### src/hw/rtl/mtmbc_pkg.sv
`timescale 1ns / 1ps

package mtmbc_pkg;

    localparam int ENTRIES_DEF   = 16;
    localparam int MAX_BLOCK_DEF = 64;

    localparam logic [1:0] CMD_LOOKUP = 2'd0;
    localparam logic [1:0] CMD_GET    = 2'd1;
    localparam logic [1:0] CMD_SET    = 2'd2;

    typedef struct packed {
        logic take_byte;
        logic clr_len;
        logic emit_err;
        logic emit_look;
        logic look_hit;
        logic emit_byte;
        logic load_slot_i;
        logic load_slot_idx;
        logic clr_i;
        logic inc_i;
        logic inc_k;
        logic move_up;
        logic insert_prep;
        logic wr_store;
        logic wr_len;
    } t_dp_cmd;

    typedef struct packed {
        logic out_free;
        logic i_end;
        logic len_eq;
        logic byte_eq;
        logic k_last_in;
        logic k_last_get;
        logic over;
        logic idx_bad;
    } t_dp_stat;

endpackage

### src/hw/rtl/mtmbc_ctrl.sv
`timescale 1ns / 1ps

module mtmbc_ctrl (
    input  logic                i_clk,
    input  logic                i_rst_n,
    input  logic                i_in_valid,
    input  logic [1:0]          i_command,
    input  logic                i_last_byte,
    input  mtmbc_pkg::t_dp_stat i_stat,
    output logic                o_in_ready,
    output mtmbc_pkg::t_dp_cmd  o_cmd
);
    typedef enum logic [3:0] {
        S_IDLE,
        S_SSLOT,
        S_SWAIT,
        S_SLEN,
        S_SCMP,
        S_SBW,
        S_INS,
        S_CWAIT,
        S_CWR,
        S_GWAIT,
        S_GOUT
    } t_state;

    t_state r_state;
    t_state n_state;

    assign o_in_ready = (r_state == S_IDLE) && i_stat.out_free;

    always_comb begin
        o_cmd   = '0;
        n_state = r_state;
        case (r_state)
            S_IDLE: begin
                if (i_in_valid && o_in_ready) begin
                    case (i_command)
                        mtmbc_pkg::CMD_LOOKUP, mtmbc_pkg::CMD_SET: begin
                            o_cmd.take_byte = 1'b1;
                            if (i_last_byte) begin
                                if (i_stat.over) begin
                                    o_cmd.emit_err = 1'b1;
                                    o_cmd.clr_len  = 1'b1;
                                end else if (i_command == mtmbc_pkg::CMD_SET) begin
                                    n_state = S_INS;
                                end else begin
                                    o_cmd.clr_i = 1'b1;
                                    n_state     = S_SSLOT;
                                end
                            end
                        end
                        mtmbc_pkg::CMD_GET: begin
                            if (i_stat.idx_bad) begin
                                o_cmd.emit_err = 1'b1;
                            end else begin
                                o_cmd.load_slot_idx = 1'b1;
                                n_state             = S_GWAIT;
                            end
                        end
                        default: ;
                    endcase
                end
            end
            S_SSLOT: begin
                if (i_stat.i_end) begin
                    o_cmd.emit_look = 1'b1;
                    n_state         = S_INS;
                end else begin
                    o_cmd.load_slot_i = 1'b1;
                    n_state           = S_SWAIT;
                end
            end
            S_SWAIT: n_state = S_SLEN;
            S_SLEN: begin
                if (i_stat.len_eq) begin
                    n_state = S_SCMP;
                end else begin
                    o_cmd.inc_i = 1'b1;
                    n_state     = S_SSLOT;
                end
            end
            S_SCMP: begin
                if (!i_stat.byte_eq) begin
                    o_cmd.inc_i = 1'b1;
                    n_state     = S_SSLOT;
                end else if (i_stat.k_last_in) begin
                    o_cmd.emit_look = 1'b1;
                    o_cmd.look_hit  = 1'b1;
                    o_cmd.move_up   = 1'b1;
                    o_cmd.clr_len   = 1'b1;
                    n_state         = S_IDLE;
                end else begin
                    o_cmd.inc_k = 1'b1;
                    n_state     = S_SBW;
                end
            end
            S_SBW: n_state = S_SCMP;
            S_INS: begin
                o_cmd.insert_prep = 1'b1;
                n_state           = S_CWAIT;
            end
            S_CWAIT: n_state = S_CWR;
            S_CWR: begin
                o_cmd.wr_store = 1'b1;
                if (i_stat.k_last_in) begin
                    o_cmd.wr_len  = 1'b1;
                    o_cmd.clr_len = 1'b1;
                    n_state       = S_IDLE;
                end else begin
                    o_cmd.inc_k = 1'b1;
                    n_state     = S_CWAIT;
                end
            end
            S_GWAIT: n_state = S_GOUT;
            S_GOUT: begin
                if (i_stat.out_free) begin
                    o_cmd.emit_byte = 1'b1;
                    if (i_stat.k_last_get) begin
                        o_cmd.move_up = 1'b1;
                        n_state       = S_IDLE;
                    end else begin
                        o_cmd.inc_k = 1'b1;
                        n_state     = S_GWAIT;
                    end
                end
            end
            default: n_state = S_IDLE;
        endcase
    end

    always_ff @(posedge i_clk) begin
        if (!i_rst_n) begin
            r_state <= S_IDLE;
        end else begin
            r_state <= n_state;
        end
    end

endmodule

### config.mk
export PLATFORM = sky130hd
export DESIGN_NAME = mtmbc_ctrl
export DESIGN_NICKNAME = d
export VERILOG_FILES = /design/src/hw/rtl/mtmbc_pkg.sv /design/src/hw/rtl/mtmbc_ctrl.sv
export SDC_FILE = /design/constraint.sdc
export NUM_CORES = 1
export LEC_CHECK = 0
export CAP_MARGIN = 0
export CORE_AREA = 3 3 40 42
export CTS_CLUSTER_SIZE = 20
export DETAILED_ROUTE_END_ITERATION = 10
export DIE_AREA = 0 0 43 45
export DONT_BUFFER_PORTS = 1
export SETUP_SLACK_MARGIN = 0.1
export SLEW_MARGIN = 10
export SYNTH_ARGS = -nofsm -noshare
export SYNTH_HDL_FRONTEND = slang
export SYNTH_SLANG_ARGS = --single-unit
### constraint.sdc
create_clock -name i_clk -period 2.8 [get_ports i_clk]
set_input_delay 0.14 -clock i_clk [delete_from_list [all_inputs] [get_ports i_clk]]
set_output_delay 0.14 -clock i_clk [all_outputs]
set_load 0.02 [all_outputs]
# ---- After elaboration in Yosys (flattened, before gate mapping)
# Index checks and enable logic that the tools add are counted.
dict set report word_totals {
  input_bits 14
  output_inout_bits 16
  ff_bits 4
}
dict set report classes {
  n_eq_ne 18
  n_mux 54
  reduce_logical 6
}
# operator count
set ops {}
lappend ops {{4-bit one-hot mux with 11 select lines} 1}
lappend ops {{4-bit two-way mux} 7}
lappend ops {{1-bit two-way mux} 23}
lappend ops {{2-bit two-way mux} 10}
lappend ops {{3-bit two-way mux} 6}
lappend ops {{4-bit by 3-bit equality test with 1-bit output (second input constant)} 4}
lappend ops {{4-bit equality test (second input constant)} 3}
lappend ops {{3-bit != test (second input constant)} 3}
lappend ops {{4-bit by 2-bit equality test with 1-bit output (second input constant)} 2}
lappend ops {{1-bit one-hot mux with 2 select lines} 4}
lappend ops {{4-bit one-hot mux with 2 select lines} 1}
lappend ops {{1-bit one-hot mux with 3 select lines} 2}
lappend ops {{6-bit AND reduction} 1}
lappend ops {{4-bit by 1-bit equality test with 1-bit output (second input constant)} 1}
lappend ops {{4-bit zero test} 1}
lappend ops {{3-bit by 1-bit != test with 1-bit output (second input constant)} 1}
lappend ops {{2-bit by 1-bit equality test with 1-bit output (second input constant)} 1}
lappend ops {{2-bit equality test (second input constant)} 1}
lappend ops {{1-bit logical AND} 2}
lappend ops {{2-bit zero test} 1}
lappend ops {{2-bit by 1-bit != test with 1-bit output (second input constant)} 1}
lappend ops {{2-bit != test (second input constant)} 1}
lappend ops {{2-bit OR reduction} 1}

# ---- Depth between registers and ports, before layout
# Gate-level depths: netlist (run 1).
dict set report logic_depth {
  word_depth 7
  ltp_mapped 6
  mapped_depth_nobuf 4
}

# ---- Worst setup path after synthesis (run 1)
# No wires, ideal clock.
dict set report synth_timing {
  path_type {register to output}
  start {register r_state[1]}
  end {output o_cmd[6] (netlist name)}
  arrival_ps 1713
  stages_incl_launch_ff 6
  path_slack_ps 947
  required_ps 2660
  path_cell_list {dfxtp_1 > buf_6 > or4_4 > or2_4 > nor2_4 > and4bb_1}
}
# item line_no
set synth_rtl {}
lappend synth_rtl {{start, declared} mtmbc_ctrl.sv:27} ;# t_state r_state;
lappend synth_rtl {{start signal, assigned} mtmbc_ctrl.sv:136} ;# r_state <= n_state;
lappend synth_rtl {{end, declared} mtmbc_ctrl.sv:11} ;# output mtmbc_pkg::t_dp_cmd o_cmd

==> results of run 1 <==
-- layout make-up --
| cell class | count | area share |
|---|---|---|
| Multi-Input combinational cell | 74 | 0.7771 |
| Tap cell | 15 | 0.03067 |
| Sequential cell | 4 | 0.1309 |
| Timing Repair Buffer | 1 | 0.01227 |
| Clock buffer | 3 | 0.03681 |
| Inverter | 2 | 0.01227 |
-- per-stage QoR --
stage | cell area (sq um) | total power (uW) | utilization | instances
2_1_floorplan | 593.1 | 451.3 | - | 86
3_5_place_dp | 589.3 | 491.5 | 0.4586 | 96
3_3_place_gp | 589.3 | 489.2 | 0.4586 | 96
6_report | 611.8 | 566.7 | 0.4761 | 99
4_1_cts | 611.8 | 564.6 | 0.4761 | 99
5_1_grt | 611.8 | 610.5 | 0.4761 | 99
-- metal layers --
metal  routed length, um  part of all wire
met5                   0                 0
met4                   0                 0
met3                 107             0.069
met2                 725              0.47
met1                 725              0.47
-- worst paths after layout --
path | from | to | slack (ps) | depth (start not counted)
setup / recovery | r_state[1] | o_cmd[6] | 530 | 4
hold / removal | i_rst_n | r_state[2] | 40 | 1
setup reg to reg | r_state[1] | r_state[0] | 1080 | 4
hold reg to reg | r_state[1] | r_state[3] | 740 | 2
-- cell usage after synthesis (2+ instances only) --
| cell | count | area [sq um] |
|---|---|---|
| o21ai_0 | 2 | 10.01 |
| dfxtp_1 | 4 | 80.08 |
| nor2_1 | 9 | 33.78 |
| a21o_1 | 2 | 15.01 |
| nor3_1 | 7 | 35.03 |
| nand2_1 | 5 | 18.77 |
| o21a_1 | 2 | 15.01 |
| nor4b_1 | 2 | 17.52 |
| nor3b_1 | 4 | 30.03 |
| inv_1 | 2 | 7.510 |
| or3_1 | 2 | 12.51 |
| a21oi_1 | 8 | 40.04 |
| nor2b_1 | 3 | 18.77 |
| nand3b_1 | 4 | 30.03 |
| clkbuf_1 | 4 | 15.01 |
| a31oi_1 | 4 | 25.02 |
-- critical path, cell delays in order, from the launching register on --
cell      delay (ps)
dfxtp_1          470
or4_4            630
or2_4            290
nor2_4           170
and4bb_1         350
-- placed cells by master, fill, tap and decap left out, types with 2 or more instances in the layout --
cell type  count
a21o_1         2
a21oi_1        8
a31oi_1        4
clkbuf_4       3
dfxtp_1        4
inv_1          2
nand2_1        5
nand3b_1       4
nor2_1         9
nor2b_1        3
nor3_1         7
nor3b_1        4
nor4b_1        2
o21a_1         2
o21ai_0        2
or3_1          2
-- cells by family (layout without fill, tap and decap cells) --
logic type,Yosys count,after routing,share of synthesized area
flops,4,4,0.1350
buf+inv,8,6,0.06328
mux,1,1,0.01899
compound gates,25,25,0.2827
simple gates,48,48,0.5000
-- power breakdown --
part           internal (uW)  switching, uW
Clock                   47.7           20.7
Sequential              77.9           87.2
Combinational            147            186
==> flow_metrics.env, run 1 <==
export IMPL_synthCells=86
export IMPL_grt_busiest_layer="met2"
export IMPL_routedWlPerCell_um=15.74
export IMPL_dpl_hpwl_mm=1.163
export IMPL_use_met3=0.02390
export IMPL_cts_buffers=3
export IMPL_seq_area_frac_synth=0.1350
export IMPL_setup_ws_ps=526.1
export IMPL_ys_ff_latch=4
export IMPL_synth_area_sq_um=593.1
export IMPL_cts_root_buf="clkbuf_4"
export IMPL_dr_pass1_iters=4
export IMPL_insertion_delay_ps=230
export IMPL_clock_fmax_ghz=0.4398
export IMPL_status="finished, final reports clean"
export IMPL_antenna_found_initial=0
export IMPL_finalCritPeriodShare=0.8121
export IMPL_regMostFlops="r_state"
export IMPL_whs_ps=44.65
export IMPL_crit_fanout=18
export IMPL_clock_skew_ps=1.885
export IMPL_cp_arrival_ps=2130
export IMPL_tns_ps=0
export IMPL_cts_tree="done"
export IMPL_place_gp_congestion=0.7707
export IMPL_largest_reg_flops=4
export IMPL_cap_violations=0
export IMPL_nFillCells=135
export IMPL_cts_sinks=4
export IMPL_layout_drive_gt1_share=0.1310
export IMPL_drt_iter0_drc=10
export IMPL_clk_pin_slew_worst_paths_ps=40
export IMPL_vias=633
export IMPL_grt_util_all_layers=0.1515
export IMPL_use_met1=0.2169
export IMPL_cts_resized=0
export IMPL_finalSetupViolations=0
export IMPL_multi_input_area_sq_um=475.5
export IMPL_io_pins=30
export IMPL_fp_dieW_um=43
export IMPL_n_antenna_cell=0
export IMPL_cp_end_kind="primary output"
export IMPL_vias_per_cell=6.394
export IMPL_syn_avg_cell_area_sq_um=6.896
export IMPL_slew_violations=0
export IMPL_power_leakage_uw=0.0002330
export IMPL_clock_path_buffers=2
export IMPL_area_sequential_sq_um=80.08
export IMPL_rsz0062_at_grt="false"
export IMPL_maxSlewHeadroom=0.5453
export IMPL_remaining_drc_errors=0
export IMPL_postCtsSetupRepairBufs=0
export IMPL_period_minus_slack_ps=2274
export IMPL_synth_edff_count=0
export IMPL_cts_hold_buf=0
export IMPL_synth_net_count=100
export IMPL_cp_start_kind="flop"
export IMPL_ir_drop_v=0.0004316
export IMPL_critPathKind="reg -> out"
export IMPL_core_area_sq_um=1285
export IMPL_worst_slew_pin_transition_ps=680.7
export IMPL_hold_path_class="in -> reg"
export IMPL_required_ps=2660
export IMPL_dieHeight_um=45
export IMPL_finalHoldViolCount=0
export IMPL_use_met2=0.2395
export IMPL_fin_nets=100
export IMPL_h_tree_depth=1
export IMPL_synth_main_ff_cell="dfxtp_1"
export IMPL_grt_max_degree=21
export IMPL_numPortBuffers=0
export IMPL_dieArea_sq_um=1935
export IMPL_ys_types=38
export IMPL_grt_pass1_vias=543
export IMPL_grt_pass1_wl_mm=2.325
export IMPL_ys_warnings_count=0
export IMPL_ant_nets=0
export IMPL_initial_core_util=0.4615
export IMPL_place_ws_ps=788.0
export IMPL_power_density_nw_per_um2=926.3
export IMPL_wl_mm=1.558
export IMPL_grt_overflow=0
export IMPL_ys_async_sr_fraction=0
export IMPL_rows=13
export IMPL_reg_top3="r_state x4"
export IMPL_areaGrowthSynthToFinish_pct=3.165
No activity file was read; power rests on OpenSTA's default activity.
==> run 2, diff against run 1 <==
--- a/config.mk
+++ b/config.mk
@@ -5,6 +5,7 @@
 export SDC_FILE = /design/constraint.sdc
 export NUM_CORES = 1
 export LEC_CHECK = 0
+export ABC_AREA = 1
 export CAP_MARGIN = 0
 export CORE_AREA = 3 3 40 42
 export CTS_CLUSTER_SIZE = 20
==> constraint.sdc (replaced) <==
create_clock -name i_clk -period 2 [get_ports i_clk]
set_input_delay 0.1 -clock i_clk [delete_from_list [all_inputs] [get_ports i_clk]]
set_output_delay 0.1 -clock i_clk [all_outputs]
set_load 0.02 [all_outputs]
==> flow_metrics.env, run 2 <==
export IMPL_status="finished, final reports clean"
export IMPL_regMostFlops="r_state"
export IMPL_cts_buffers=3
export IMPL_place_gp_congestion=0.8321
export IMPL_synth_main_ff_cell="dfxtp_1"
export IMPL_layout_drive_gt1_share=0.2321
export IMPL_areaGrowthSynthToFinish_pct=15.17
export IMPL_grt_pass1_wl_mm=2.380
export IMPL_critical_path_max_stage_delay_ps=420
export IMPL_power_leakage_uw=0.0003404
export IMPL_cts_resized=0
export IMPL_final_common_cell="nand2_1"
export IMPL_yosysMostFrequentCell="nand2_1"
export IMPL_p_int_uw=392.9
export IMPL_critical_path_depth=5
export IMPL_routedWlPerCell_um=11.06
export IMPL_syn_avg_cell_area_sq_um=5.685
export IMPL_rows=13
export IMPL_clock_skew_ps=3.992
export IMPL_clock_path_buffers=2
export IMPL_clock_fmax_ghz=0.5940
export IMPL_crit_top_cell="nor2_4"
export IMPL_drt_iter0_drc=8
export IMPL_slew_violations=0
export IMPL_synth_top_cell_by_area="nand2_1"
export IMPL_n_antenna_cell=0
export IMPL_finalSetupViolations=0
export IMPL_synth_net_count=117
export IMPL_synth_edff_count=0
export IMPL_finalCritPeriodShare=0.8417
export IMPL_grt_pass1_vias=581
export IMPL_fin_nets=128
export IMPL_h_tree_depth=1
export IMPL_ys_warnings_count=0
export IMPL_instances_no_fill=127
export IMPL_maxSlewHeadroom=0.6273
export IMPL_ant_nets=0
export IMPL_ys_async_sr_fraction=0
export IMPL_synth_area_sq_um=585.6
export IMPL_power_frac_comb=0.707
export IMPL_hold_path_class="in -> reg"
export IMPL_remaining_drc_errors=0
export IMPL_largest_reg_flops=4
export IMPL_nFillCells=152
export IMPL_vias_per_cell=5.079
export IMPL_dpl_hpwl_mm=1.245
export IMPL_dieArea_sq_um=1935
export IMPL_postCtsSetupRepairBufs=0
export IMPL_ys_types=23
export IMPL_grt_util_all_layers=0.1571
export IMPL_wl_mm=1.405
export IMPL_dieHeight_um=45
export IMPL_grt_overflow=0
export IMPL_dp_cells=123
export IMPL_final_cell_mix="26 x nand2_1, 20 x nor2_1, 16 x inv_1"
export IMPL_yosysTopAreaCellShare=0.1667
export IMPL_numPortBuffers=0
export IMPL_ys_ff_latch=4
export IMPL_required_ps=1900
export IMPL_path_cells="nor2_4, nand3_4, nor2_4, inv_2, nor4_2"
export IMPL_initial_core_util=0.4557
export IMPL_synthCells=103
export IMPL_seq_area_frac_synth=0.1368
export IMPL_worst_slew_pin_transition_ps=554.5
export IMPL_period_minus_slack_ps=1683
export IMPL_hold_path_depth=6
export IMPL_place_area_sq_um=641.9
export IMPL_whs_ps=241.2
export IMPL_grt_max_degree=8
export IMPL_crit_fanout=6
export IMPL_reg_top3="r_state x4"
export IMPL_fp_dieW_um=43
export IMPL_cp_start_kind="flop"
export IMPL_seq_power_share=0.191
export IMPL_power_density_nw_per_um2=1405
export IMPL_vias=645
export IMPL_cts_tree="done"
export IMPL_ff2ff_setup_slack_ps=650
export IMPL_rsz0062_at_grt="false"
export IMPL_cts_sinks=4
export IMPL_finalHoldViolCount=0
export IMPL_ir_drop_v=0.0006726
export IMPL_reg2regPathDepth=9
export IMPL_critPathKind="reg -> out"
export IMPL_cp_arrival_ps=1580
export IMPL_core_area_sq_um=1285
export IMPL_ys_top_cells_by_area="nand2_1 17%, dfxtp_1 14%, nor2_1 13%, inv_1 10%, nor2_4 7.7%"
export IMPL_critical_path_buf_inv_count=1
export IMPL_antenna_found_initial=0
export IMPL_p_sw_uw=554.8
export IMPL_cp_end_kind="primary output"
export IMPL_swShare=0.5854
export IMPL_synthTopCellsByCount="26 x nand2_1, 20 x nor2_1, 16 x inv_1, 5 x nand2_2, 5 x nand3_1"
export IMPL_cap_violations=0
export IMPL_cp_slowest_cell="nor4_2"
export IMPL_clk_pin_slew_worst_paths_ps=40
export IMPL_power_share_clock=0.101
export IMPL_dr_pass1_iters=4
export IMPL_io_pins=30
export IMPL_tns_ps=0
export IMPL_crit_family="simple AND/OR/NAND/NOR gates"
export IMPL_cts_root_buf="clkbuf_4"
export IMPL_insertion_delay_ps=230
export IMPL_fin_area_sq_um=674.4
==> run 2: logic make-up after synthesis <==
logic type,Yosys count,synth area share
simple gates,72,0.6431
buf+inv,18,0.1154
compound gates,9,0.1047
flops,4,0.1368
==> run 2: final cells by class <==
type | instances | area (sq um) | share of cell area
flip-flops and latches | 4 | 80.08 | 0.1187
well taps | 15 | 18.77 | 0.02783
multi-input cells | 81 | 437.9 | 0.6494
repair buffers | 6 | 47.55 | 0.07050
inverters | 18 | 67.56 | 0.1002
clock buffers | 3 | 22.52 | 0.03340
==> run 2: per-layer routing <==
layer | share of wire | GRT usage | routed length [um] | up-vias
met1 | 0.47 | 0.2086 | 666 | 279
met3 | 0.063 | 0.06773 | 88 | 0
met5 | 0 | 0 | 0 | -
li1 | - | - | - | 346
met2 | 0.46 | 0.2545 | 651 | 20
met4 | 0 | 0 | 0 | 0
==> run 2: power groups by stage <==
stage / sequential [uW] / combinational (uW) / clock [uW]
2_1_floorplan: 171 / 559 / 0
3_3_place_gp: 177 / 672 / 0
3_5_place_dp: 182 / 670 / 0
4_1_cts: 181 / 674 / 102
5_1_grt: 188 / 751 / 110
6_report: 181 / 670 / 96.0
==> run 2: what timing repair did <==
item / 4_1_cts / 5_1_grt
hold buffers: 1 / 0
hold endpoints to repair: 4 / 0
setup endpoints to repair: 0 / 0
==> run 2: through the flow <==
step | power [uW] | util | setup WS (ps)
final | 947.7 | 0.5248 | 316.6
after global routing | 1049 | 0.5248 | 220.2
after CTS | 957.0 | 0.5248 | 298.7
after detailed placement | 851.6 | 0.4995 | 553.3
after global placement | 849.0 | 0.4995 | 597.5
after floorplan | 729.5 | - | 502.2
==> run 2: path summary, 6_finish.rpt <==
kind	startpoint	endpoint
setup / recovery	r_state[3]	o_cmd[6]
setup reg to reg	r_state[1]	r_state[1]
hold / removal	i_stat[7]	r_state[2]
hold reg to reg	r_state[1]	r_state[0]
==> run 2: worst register-to-register path, delay by kind of cell, from the launching register on <==
family                 cells  cell delay [ps]
flip-flops                 1              460
buffers and inverters      1              120
AND/OR/NAND/NOR            8              670
